File: src/rtl/core/ilir_pkg.sv
// Shared types and constants for the indexed list insert/remove unit.
// Holds op codes, status codes, transfer structs and cell control struct.
// No dependencies.
package ilir_pkg;

  localparam int DEPTH_DEF     = 16;
  localparam int WORD_BITS_DEF = 32;

  typedef enum logic [2:0] {
    OP_PUSH       = 3'd0,
    OP_POP        = 3'd1,
    OP_INSERT_AT  = 3'd2,
    OP_REMOVE_AT  = 3'd3,
    OP_INSERT_MID = 3'd4,
    OP_REMOVE_MID = 3'd5
  } op_t;

  typedef enum logic [1:0] {
    ST_OK    = 2'd0,
    ST_RANGE = 2'd1,
    ST_EMPTY = 2'd2,
    ST_FULL  = 2'd3
  } status_t;

  typedef struct packed {
    logic [2:0]         op;
    logic [4:0]         position;
    logic signed [31:0] elem_value;
  } cmd_t;

  typedef struct packed {
    logic signed [31:0] popped_value;
    logic [1:0]         status;
    logic [4:0]         count;
  } result_t;

  typedef struct packed {
    logic apply;
    logic insert;
  } cell_ctl_t;

endpackage

File: src/rtl/core/ilir_cell.sv
// One storage cell of the list chain; cell 0 holds the tail element.
// Shifts toward or away from the tail under broadcast control.
// Depends on ilir_pkg.
module ilir_cell #(
  parameter int INDEX     = 0,
  parameter int IW        = 5,
  parameter int WORD_BITS = ilir_pkg::WORD_BITS_DEF
) (
  input  logic                  clk,
  input  ilir_pkg::cell_ctl_t   ctl,
  input  logic [IW-1:0]         bound,
  input  logic [WORD_BITS-1:0]  word,
  input  logic [WORD_BITS-1:0]  lower,
  input  logic [WORD_BITS-1:0]  upper,
  output logic [WORD_BITS-1:0]  value
);

  localparam logic [IW-1:0] MY_IDX = IW'(INDEX);

  logic [WORD_BITS-1:0] value_next;

  always_comb begin
    value_next = value;
    if (ctl.apply) begin
      if (ctl.insert) begin
        if (MY_IDX > bound) begin
          value_next = lower;
        end else if (MY_IDX == bound) begin
          value_next = word;
        end
      end else if (MY_IDX >= bound) begin
        value_next = upper;
      end
    end
  end

  always_ff @(posedge clk) begin
    value <= value_next;
  end

endmodule

File: src/rtl/core/ilir_ctrl.sv
// Operation decode, fill count and result register for the list unit.
// Drives the cell chain with a shift boundary and mode.
// Depends on ilir_pkg.
module ilir_ctrl #(
  parameter int DEPTH     = ilir_pkg::DEPTH_DEF,
  parameter int WORD_BITS = ilir_pkg::WORD_BITS_DEF,
  parameter int CW        = $clog2(DEPTH + 1)
) (
  input  logic                 clk,
  input  logic                 rst,
  input  logic                 accept,
  input  ilir_pkg::cmd_t       cmd,
  input  logic [WORD_BITS-1:0] head,
  output ilir_pkg::cell_ctl_t  ctl,
  output logic [CW-1:0]        bound,
  output logic [WORD_BITS-1:0] word,
  output logic                 done,
  output ilir_pkg::result_t    result
);

  localparam int EW = ((CW > 5) ? CW : 5) + 1;

  logic [CW-1:0]       cnt, cnt_next;
  logic [EW-1:0]       cnt_e, pos_e, half_e, at;
  logic                do_ins, do_rem, is_pop;
  ilir_pkg::status_t   status;
  ilir_pkg::result_t   result_next;

  assign cnt_e  = EW'(cnt);
  assign pos_e  = EW'(cmd.position);
  assign half_e = EW'(cnt >> 1);
  assign word   = WORD_BITS'($unsigned(cmd.elem_value));

  always_comb begin
    do_ins = 1'b0;
    do_rem = 1'b0;
    is_pop = 1'b0;
    at     = '0;
    case (ilir_pkg::op_t'(cmd.op))
      ilir_pkg::OP_PUSH: begin
        do_ins = 1'b1;
        at     = cnt_e;
      end
      ilir_pkg::OP_POP: begin
        do_rem = 1'b1;
        is_pop = 1'b1;
        at     = cnt_e - EW'(1);
      end
      ilir_pkg::OP_INSERT_AT: begin
        do_ins = 1'b1;
        at     = pos_e;
      end
      ilir_pkg::OP_REMOVE_AT: begin
        do_rem = 1'b1;
        at     = pos_e;
      end
      ilir_pkg::OP_INSERT_MID: begin
        do_ins = 1'b1;
        at     = half_e;
      end
      ilir_pkg::OP_REMOVE_MID: begin
        do_rem = 1'b1;
        at     = half_e;
      end
      default: begin
        do_ins = 1'b0;
      end
    endcase
  end

  always_comb begin
    status     = ilir_pkg::ST_OK;
    ctl.apply  = 1'b0;
    ctl.insert = do_ins;
    bound      = '0;
    cnt_next   = cnt;
    if (do_ins) begin
      if (at > cnt_e) begin
        status = ilir_pkg::ST_RANGE;
      end else if (cnt_e >= EW'(DEPTH)) begin
        status = ilir_pkg::ST_FULL;
      end else begin
        ctl.apply = accept;
        bound     = CW'(cnt_e - at);
        cnt_next  = CW'(cnt + 1'b1);
      end
    end else if (do_rem) begin
      if (cnt == '0) begin
        status = ilir_pkg::ST_EMPTY;
      end else if (at >= cnt_e) begin
        status = ilir_pkg::ST_RANGE;
      end else begin
        ctl.apply = accept;
        bound     = CW'(cnt_e - EW'(1) - at);
        cnt_next  = CW'(cnt - 1'b1);
      end
    end
  end

  always_comb begin
    result_next.popped_value = '0;
    if (is_pop && status == ilir_pkg::ST_OK) begin
      result_next.popped_value = 32'(head);
    end
    result_next.status = status;
    result_next.count  = 5'(cnt_next);
  end

  always_ff @(posedge clk) begin
    if (rst) begin
      cnt  <= '0;
      done <= 1'b0;
    end else begin
      done <= accept;
      if (accept) begin
        cnt <= cnt_next;
      end
    end
  end

  always_ff @(posedge clk) begin
    if (accept) begin
      result <= result_next;
    end
  end

`ifndef ASSERT_OFF
  a_done_follows: assert property (@(posedge clk) disable iff (rst)
    accept |=> done) else $error("transfer not answered next cycle");
  a_no_spurious: assert property (@(posedge clk) disable iff (rst)
    !accept |=> !done) else $error("result without transfer");
  a_cnt_bound: assert property (@(posedge clk) disable iff (rst)
    cnt <= CW'(DEPTH)) else $error("fill count beyond depth");
  a_full_cnt: assert property (@(posedge clk) disable iff (rst)
    (done && result.status == ilir_pkg::ST_FULL) |-> cnt == CW'(DEPTH))
    else $error("full reported while not full");
  a_empty_cnt: assert property (@(posedge clk) disable iff (rst)
    (done && result.status == ilir_pkg::ST_EMPTY) |-> cnt == '0)
    else $error("empty reported while not empty");
`endif

endmodule

File: src/rtl/core/indexed_list_insert_remove_unit.sv
// Indexed list insert/remove unit: ordered list in a chain of shift cells.
// The result strobe comes in the cycle after the transfer; all shifting of the
// cell chain happens at the same clock edge that registers the result.
// Throughput: one operation per cycle; busy stays low, as the cell chain and
// fill count are updated together with the result register.
// Reset (rst, synchronous): fill count cleared, no result pending.
module indexed_list_insert_remove_unit #(
  parameter int DEPTH     = ilir_pkg::DEPTH_DEF,
  parameter int WORD_BITS = ilir_pkg::WORD_BITS_DEF
) (
  input  logic              clk,
  input  logic              rst,
  input  logic              start,
  output logic              busy,
  input  ilir_pkg::cmd_t    cmd,
  output logic              done,
  output ilir_pkg::result_t result
);

  localparam int CW = $clog2(DEPTH + 1);

  ilir_pkg::cell_ctl_t  ctl;
  logic [CW-1:0]        bound;
  logic [WORD_BITS-1:0] word;
  logic [WORD_BITS-1:0] cell_value [DEPTH];
  logic                 accept;

  assign busy   = 1'b0;
  assign accept = start && !busy;

  ilir_ctrl #(
    .DEPTH     (DEPTH),
    .WORD_BITS (WORD_BITS),
    .CW        (CW)
  ) u_ctrl (
    .clk    (clk),
    .rst    (rst),
    .accept (accept),
    .cmd    (cmd),
    .head   (cell_value[0]),
    .ctl    (ctl),
    .bound  (bound),
    .word   (word),
    .done   (done),
    .result (result)
  );

  for (genvar j = 0; j < DEPTH; j++) begin : g_cell
    logic [WORD_BITS-1:0] lower, upper;
    if (j == 0) begin : g_first
      assign lower = '0;
    end else begin : g_lower
      assign lower = cell_value[j-1];
    end
    if (j == DEPTH - 1) begin : g_last
      assign upper = '0;
    end else begin : g_upper
      assign upper = cell_value[j+1];
    end
    ilir_cell #(
      .INDEX     (j),
      .IW        (CW),
      .WORD_BITS (WORD_BITS)
    ) u_cell (
      .clk   (clk),
      .ctl   (ctl),
      .bound (bound),
      .word  (word),
      .lower (lower),
      .upper (upper),
      .value (cell_value[j])
    );
  end

endmodule

File: config.mk
export PLATFORM = sky130hd
export DESIGN_NAME = indexed_list_insert_remove_unit
export DESIGN_NICKNAME = d
export VERILOG_FILES = /design/src/rtl/core/ilir_pkg.sv /design/src/rtl/core/ilir_cell.sv /design/src/rtl/core/ilir_ctrl.sv /design/src/rtl/core/indexed_list_insert_remove_unit.sv
export SDC_FILE = /design/constraint.sdc
export NUM_CORES = 1
export LEC_CHECK = 0
export BUFFER_PORTS_ARGS = -buffer_cell sky130_fd_sc_hd__buf_2
export CORE_UTILIZATION = 40
export DETAILED_ROUTE_END_ITERATION = 10
export PLACE_DENSITY = 0.54
export RECOVER_POWER = 25
export SYNTH_ARGS = -nofsm -noshare
export SYNTH_HDL_FRONTEND = slang
export SYNTH_SLANG_ARGS = --single-unit
File: constraint.sdc
create_clock -name clk -period 9.8 [get_ports clk]
set_input_delay 0.98 -clock clk [delete_from_list [all_inputs] [get_ports clk]]
set_output_delay 0.98 -clock clk [all_outputs]
set_load 0.05 [all_outputs]
Word level (Yosys, flattened, before mapping):

Index checks and enable logic that the tools add are counted.
Widths: inputs -> output; s select.

* flip-flop bits (word level): 557
* bits of input ports: 43
* output and inout port bits: 41
* word-level logic and storage cells: 230

* add/subtract/negate cells: 5
* $lt $le $gt $ge: 35
* equal/unequal tests: 36
* mux-type cells: 92
* reductions and logical operators: 41

Operators with widths (number)
* $mux 32: 64
* $mux 5: 12
* $reduce_and 3->1: 16
* $ne 3x1->1 const B: 14
* $eq 4x5->1 const A: 8
* $ge 4x5->1 const A: 8
* $gt 4x5->1 const A: 8
* $reduce_bool 2->1: 16
* $pmux 6 s4: 1
* $eq 3x5->1 const A: 4
* $ge 3x5->1 const A: 4
* $gt 3x5->1 const A: 4
* $eq 2x5->1 const A: 2
* $ge 1x5->1 const A: 2
* $ge 2x5->1 const A: 2
* $gt 1x5->1 const A: 2
* $gt 2x5->1 const A: 2
* $logic_not 5->1: 2
* $mux 1: 10
* $mux 2: 5
* $sub 5x5->5: 2
* $eq 3x2->1 const B: 2
* $eq 3x3->1 const B: 2
* $ge 6x5->1: 1
* 13 further kinds: 16

Logic depth before layout (Yosys ltp):

* depth in word-level cells: 12
* gate-level depth with buffers: 20
* depth with buffers taken out: 17

By module:

Synthesis repeated with hierarchy kept, for this count alone.

* cell total of the unflattened synthesis: 2930
* area total of the unflattened synthesis: 30529.3 um^2

By module, submodules not included
* ilir_ctrl: times used 1, cells an instance 287, area each 2950.3 um^2, sequential area each 1291.2 um^2
* ilir_cell (g_cell[4].u_cell): times used 1, cells an instance 188, area each 2090.8 um^2, sequential area each 960.9 um^2
* ilir_cell (g_cell[8].u_cell): times used 1, cells an instance 183, area each 1864.3 um^2, sequential area each 960.9 um^2
* ilir_cell (g_cell[9].u_cell): times used 1, cells an instance 184, area each 1848.0 um^2, sequential area each 960.9 um^2
* ilir_cell (g_cell[1].u_cell): times used 1, cells an instance 183, area each 1826.8 um^2, sequential area each 960.9 um^2
* ilir_cell (g_cell[13].u_cell): times used 1, cells an instance 184, area each 1820.5 um^2, sequential area each 960.9 um^2
* ilir_cell (g_cell[11].u_cell): times used 1, cells an instance 185, area each 1747.9 um^2, sequential area each 960.9 um^2
* ilir_cell (g_cell[5].u_cell): times used 1, cells an instance 185, area each 1746.7 um^2, sequential area each 960.9 um^2
* ilir_cell (g_cell[12].u_cell): times used 1, cells an instance 177, area each 1694.1 um^2, sequential area each 960.9 um^2
* ilir_cell (g_cell[14].u_cell): times used 1, cells an instance 177, area each 1675.4 um^2, sequential area each 960.9 um^2
* ilir_cell (g_cell[2].u_cell): times used 1, cells an instance 142, area each 1667.8 um^2, sequential area each 960.9 um^2
* ilir_cell (g_cell[6].u_cell): times used 1, cells an instance 142, area each 1666.6 um^2, sequential area each 960.9 um^2
* ilir_cell (g_cell[15].u_cell): times used 1, cells an instance 176, area each 1650.3 um^2, sequential area each 960.9 um^2
* ilir_cell (g_cell[7].u_cell): times used 1, cells an instance 176, area each 1641.6 um^2, sequential area each 960.9 um^2
* 4 more rows

Least setup slack after synthesis:

OpenSTA, ideal clock, no wires.

* path kind: input-to-reg
* start point: input cmd[37] (netlist name)
* end point: register g_cell[0].u_cell.value[0], enable pin
* library setup time: 0.470 ns
* arrival: 7.059 ns
* data required time: 9.330 ns
* path slack: 2.272 ns
* stages on the path: 16
* buffers on the path: 2
* path through: buf_2 > buf_1 > a211oi_1 > a21oi_1 > nor2_1 > a21oi_1 > inv_1 > ha_1 > nor2b_1 > o21a_1 > o21ai_1 > nand3_1 > a21o_1 > inv_1 > nand2_1 > a211oi_1

* longest elaborated chain between the ends: 11
* elaborated cells on any way between the ends: 34
* those cells by class: add/sub (2); order compare (4); eq/ne (6); mux (14); reduce/logical (8)

RTL lines
* start, declared: line indexed_list_insert_remove_unit.sv:15 `input ilir_pkg::cmd_t cmd,`
* $eq 3x3->1 / $eq 3x2->1 (equally long branches): line ilir_ctrl.sv:39 `case (ilir_pkg::op_t'(cmd.op))`
* $reduce_or 2->1 (no source line)
* $pmux 6 s4: line ilir_ctrl.sv:39
* $sub 5x5->5 / $ge 6x5->1 (equally long branches): line ilir_ctrl.sv:94, ilir_ctrl.sv:90
* $mux 5: line ilir_ctrl.sv:90 `end else if (at >= cnt_e) begin`
* $mux 5: line ilir_ctrl.sv:88 `if (cnt == '0) begin`
* $mux 5: line ilir_ctrl.sv:87 `end else if (do_rem) begin`
* $mux 5: line ilir_ctrl.sv:77 `if (do_ins) begin`
* $gt 1x5->1 (tied with other cells): line ilir_cell.sv:26 `if (MY_IDX > bound) begin`
* $ne 3x1->1 (no source line) / $reduce_bool 2->1 (equally long branches)
* $reduce_and 3->1 (no source line) *
* end signal, assigned: line ilir_cell.sv:38 `value <= value_next;`
* end, declared: line ilir_cell.sv:15 `output logic [WORD_BITS-1:0] value`

Every way passes the cells marked *; elsewhere a longest branch is shown, timed or not.
A chain may end at the register's enable or synchronous reset.

Worst setup path after layout:

* start point: input cmd[39] (netlist name)
* end point: register g_cell[2].u_cell.value[2] (data pin)

* longest elaborated chain between the ends: 11
* elaborated cells on any way between the ends: 26
* those cells by class: add/sub (2); order compare (3); eq/ne (5); mux (11); reduce/logical (5)

RTL lines
* $eq 3x3->1 / $eq 3x2->1 (equally long branches): line ilir_ctrl.sv:39
* $reduce_or 2->1 (no source line)
* $pmux 6 s4: line ilir_ctrl.sv:39
* $sub 5x5->5 / $ge 6x5->1 (equally long branches): line ilir_ctrl.sv:94, ilir_ctrl.sv:90
* $mux 5: line ilir_ctrl.sv:90
* $mux 5: line ilir_ctrl.sv:88
* $mux 5: line ilir_ctrl.sv:87
* $mux 5: line ilir_ctrl.sv:77
* $gt 2x5->1: line ilir_cell.sv:26
* $mux 32: line ilir_cell.sv:26
* $mux 32 *: line ilir_cell.sv:25 `if (ctl.insert) begin`
* end signal, assigned: line ilir_cell.sv:38
* end, declared: line ilir_cell.sv:15

Marked as above.

==> results.txt <==
----------------------------------------------------
[Worst setup path]
  Highest cell delay on the worst timing path ... 3.13 ns
  Cells along the critical path ... clkbuf_1, a21o_4, clkbuf_1, clkbuf_1, a221o_1
  Kind of critical path ... in -> reg
  Largest fanout of any net on the critical path ... 100
  Startpoint class of the critical path ... primary input
  Endpoint required time on the critical path ... 10.26 ns
  Library cell contributing the largest single delay on the critical path ... clkbuf_1
  Arrival time at the worst endpoint ... 8.01 ns
  Most numerous cell on the critical path ... clkbuf_1
  CP Capture Type ... flip-flop

[Timing]
  Maximum clock frequency ... 0.1324 GHz
  Worst slew margin ... -187.4%
  Post-route clock skew ... 0.01959 ns
  Final setup fails ... 0
  Final-report max-slew violation count ... 386
  Post-route setup TNS ... 0 ns
  Final Hold Slack ... 0.5483 ns
  Smallest setup slack after layout ... 2.248 ns
  Unrepaired setup endpoints after global routing ... no
  Slew at the pin with the worst max-slew slack ... 4.310 ns
  Final worst-path cycle share ... 77.06%
  Number of endpoints with negative hold slack in the final report ... 0
  Min cycle time layout ... 7.552 ns

[Clock tree]
  Clock latency on the worst-skew pair ... 0.61 ns
  Number of buffers added by the clock tree synthesis step ... 66
  Register clock-pin slew on the reported worst setup and hold paths ... 0.05 ns
  CTS max path bufs ... 3
  Count of cells resized by post-cts repair ... 0
  Root buffer cell ... clkbuf_16
  Post-CTS setup buffers ... 0
  Clock tree from TritonCTS ... done
  Depth of the CTS H-tree ... 3
  CTS Hold Bufs ... 0
  Num Clock Sinks ... 557

[Finish]
  Final cell count without fillers ... 3819
  Area Overhead vs Synth ... 8.957%
  Top library cells by usage in the layout, fill and taps aside ... 551 x edfxtp_1, 408 x nand2_1, 257 x nand4_1, 186 x o211ai_1, 145 x nor2_1
  Fin nets ... 2859
  Most frequent standard cell in the layout excluding fill and tap cells ... edfxtp_1
  Final-layout fill cell count ... 7103
  Final Util ... 44.37%
  Fraction of layout instances using a drive strength above 1 ... 8.260%

[Floorplan]
  Die area ... 77410 µm²
  Site Rows ... 100
  Initial standard-cell utilization of the core ... 40.72%
  I/O pin cnt ... 84
  Horizontal die dimension ... 278.2 µm
  Floorplan Core Area ... 74950 µm²
  Chip height ... 278.2 µm

[Routing]
  Routed via count ... 24770
  Average via count per standard cell ... 6.485
  Number of iterations in the first detailed-routing pass ... 6
  Count of unresolved DRC violations after routing ... 0
  Antenna viol nets, final ... 0
  Total Routed Length ... 98.91 mm
  Count of routing violations after the opening detailed-route iteration ... 3543
  WL per Instance ... 25.90 µm

[Power]
  Peak supply drop ... 0.0001656 V
  Fraction of power consumed by sequential logic ... 40.3%
  Part of the total power dissipated in the clock network ... 30.2%
  Lkg Pwr ... 11.10 nW
  Logic pwr share ... 29.5%
  Total power divided by cell area ... 234.4 nW/µm²
  Switching portion of total power ... 35.61%
  Internal power ... 0.005020 W
  NetSw ... 0.002776 W

[Placed design]
  Sum of net half-perimeters after detailed placement ... 65.21 mm
  Pre-CTS setup slack ... 3.043 ns
  I/O Buffers ... 82
  Post-placement cell count ... 3699
  RePlAce Congestion ... 0.8603

[Flow run]
  Max-cap violations ... 8

[Logic synthesis]
  Count of distinct cell types in the synthesized netlist ... 70
  Register bit total from synthesis ... 557
  Post-synth net total ... 3014
  Dominant synthesized flop cell ... edfxtp_1
  Number of instances in the synthesized netlist ... 2953
  Avg Cell Area, Syn ... 10.34 µm²
  Post-synth EDFFs ... 551
  Syn. warnings ... 0
  Sequential share of the synthesized area ... 54.60%
  Fraction of registers with async set or reset after synthesis ... 0%
  Post-Syn Area ... 30520 µm²

[GRT]
  Overflow left after global routing ... 0
  Largest net degree at the start of global routing ... 199
  Number of antenna violations at the first check in global routing ... 6
  Global-route wire length before repair ... 149.9 mm
  Global-route total usage across every layer ... 24.99%
  Via count of the first global-routing pass ... 22940

[Run status]
  Violations in the final reports ... capacitance limit, slew limit
  Status ... finished with violations

[Worst hold path]
  Type of the worst min-delay path ... reg -> reg

----------------------------------------------------
[state kept, by name, summed over array words and instances, names as in the netlist]
signal	cells
g_cell.u_cell.value	512
u_ctrl.cnt	5
u_ctrl.done	1
u_ctrl.result	39
[worst paths after layout]
kind              slack [ns]  cells after the start                           to                       start
setup reg to reg        2.33                     16  g_cell[13].u_cell.value[31]               u_ctrl.cnt[1]
hold / removal          0.55                      2   g_cell[0].u_cell.value[31]  g_cell[1].u_cell.value[31]
hold reg to reg         0.55                      2   g_cell[0].u_cell.value[31]  g_cell[1].u_cell.value[31]
setup / recovery        2.25                      5    g_cell[2].u_cell.value[2]                     cmd[39]
[final cells by class]
cell class / instances / area [µm²] / area share [%]
diodes: 5 / 12.51 / 0.03762
clock buffers: 84 / 1762 / 5.297
clock inverters: 31 / 250.2 / 0.7525
inverters: 19 / 71.32 / 0.2145
multi-input cells: 2018 / 12500 / 37.58
flip-flops and latches: 557 / 16670 / 50.11
well taps: 969 / 1212 / 3.646
repair buffers: 136 / 783.3 / 2.355
[routing by layer]
metal	share of wire [%]	track usage, %
met4	1.6	5.851
met3	10	5.112
met2	40	33.37
met5	0	0
met1	48	40.34
[cells by family after synthesis]
| kind of cell | Yosys count | share of synthesized area [%] |
|---|---|---|
| AO/OA/AOI/OAI | 859 | 20.71 |
| XOR/XNOR | 12 | 0.3690 |
| adder cells (fa/ha/maj) | 18 | 0.7871 |
| buffers and inverters | 378 | 5.321 |
| flip-flops | 557 | 54.60 |
| multiplexers | 5 | 0.1681 |
| other | 1 | 0.01229 |
| AND/OR/NAND/NOR | 1123 | 18.03 |
[stage by stage]
stage | total power [W] | area [µm²]
CTS | 0.007830 | 33370
global route | 0.008125 | 33260
detailed placement | 0.005473 | 31360
floorplan | 0.004832 | 30520
finish | 0.007795 | 33260
global placement | 0.005411 | 31360
[synth_stat cells, drive strengths merged (16+ instances only)]
| library cell | instances | share of area (%) |
|---|---|---|
| a21oi | 88 | 1.5 |
| a221o | 96 | 3.1 |
| a31oi | 131 | 2.7 |
| and2 | 73 | 1.5 |
| buf | 142 | 2.4 |
| clkbuf | 217 | 2.7 |
| edfxtp | 551 | 54 |
| ha | 16 | 0.66 |
| inv | 19 | 0.23 |
| nand2 | 408 | 5.0 |
| nand2b | 34 | 0.70 |
| nand3 | 70 | 1.2 |
| nand4 | 257 | 5.3 |
| nor2 | 153 | 1.9 |
| nor3 | 75 | 1.2 |
| nor4 | 34 | 0.80 |
| o211a | 33 | 1.1 |
| o211ai | 196 | 5.0 |
| o21ai | 139 | 2.3 |
| o2bb2ai | 32 | 0.92 |
| o31a | 32 | 0.92 |
| o31ai | 65 | 1.6 |
[power groups by stage]
stage | clock (W) | sequential (W) | combinational [W]
after floorplan | 0 | 0.00318 | 0.00165
after global placement | 0 | 0.00318 | 0.00223
after global routing | 0.00247 | 0.00316 | 0.00249
final | 0.00236 | 0.00314 | 0.00230
after CTS | 0.00240 | 0.00314 | 0.00229
after detailed placement | 0 | 0.00318 | 0.00229
[worst max-delay path: cells and delay by family]
| kind | cells | cell delay (ns) |
|---|---|---|
| buf+inv | 3 | 5.77 |
| compound gates | 2 | 1.13 |
Note: power is estimated with default switching activity, not from simulation.
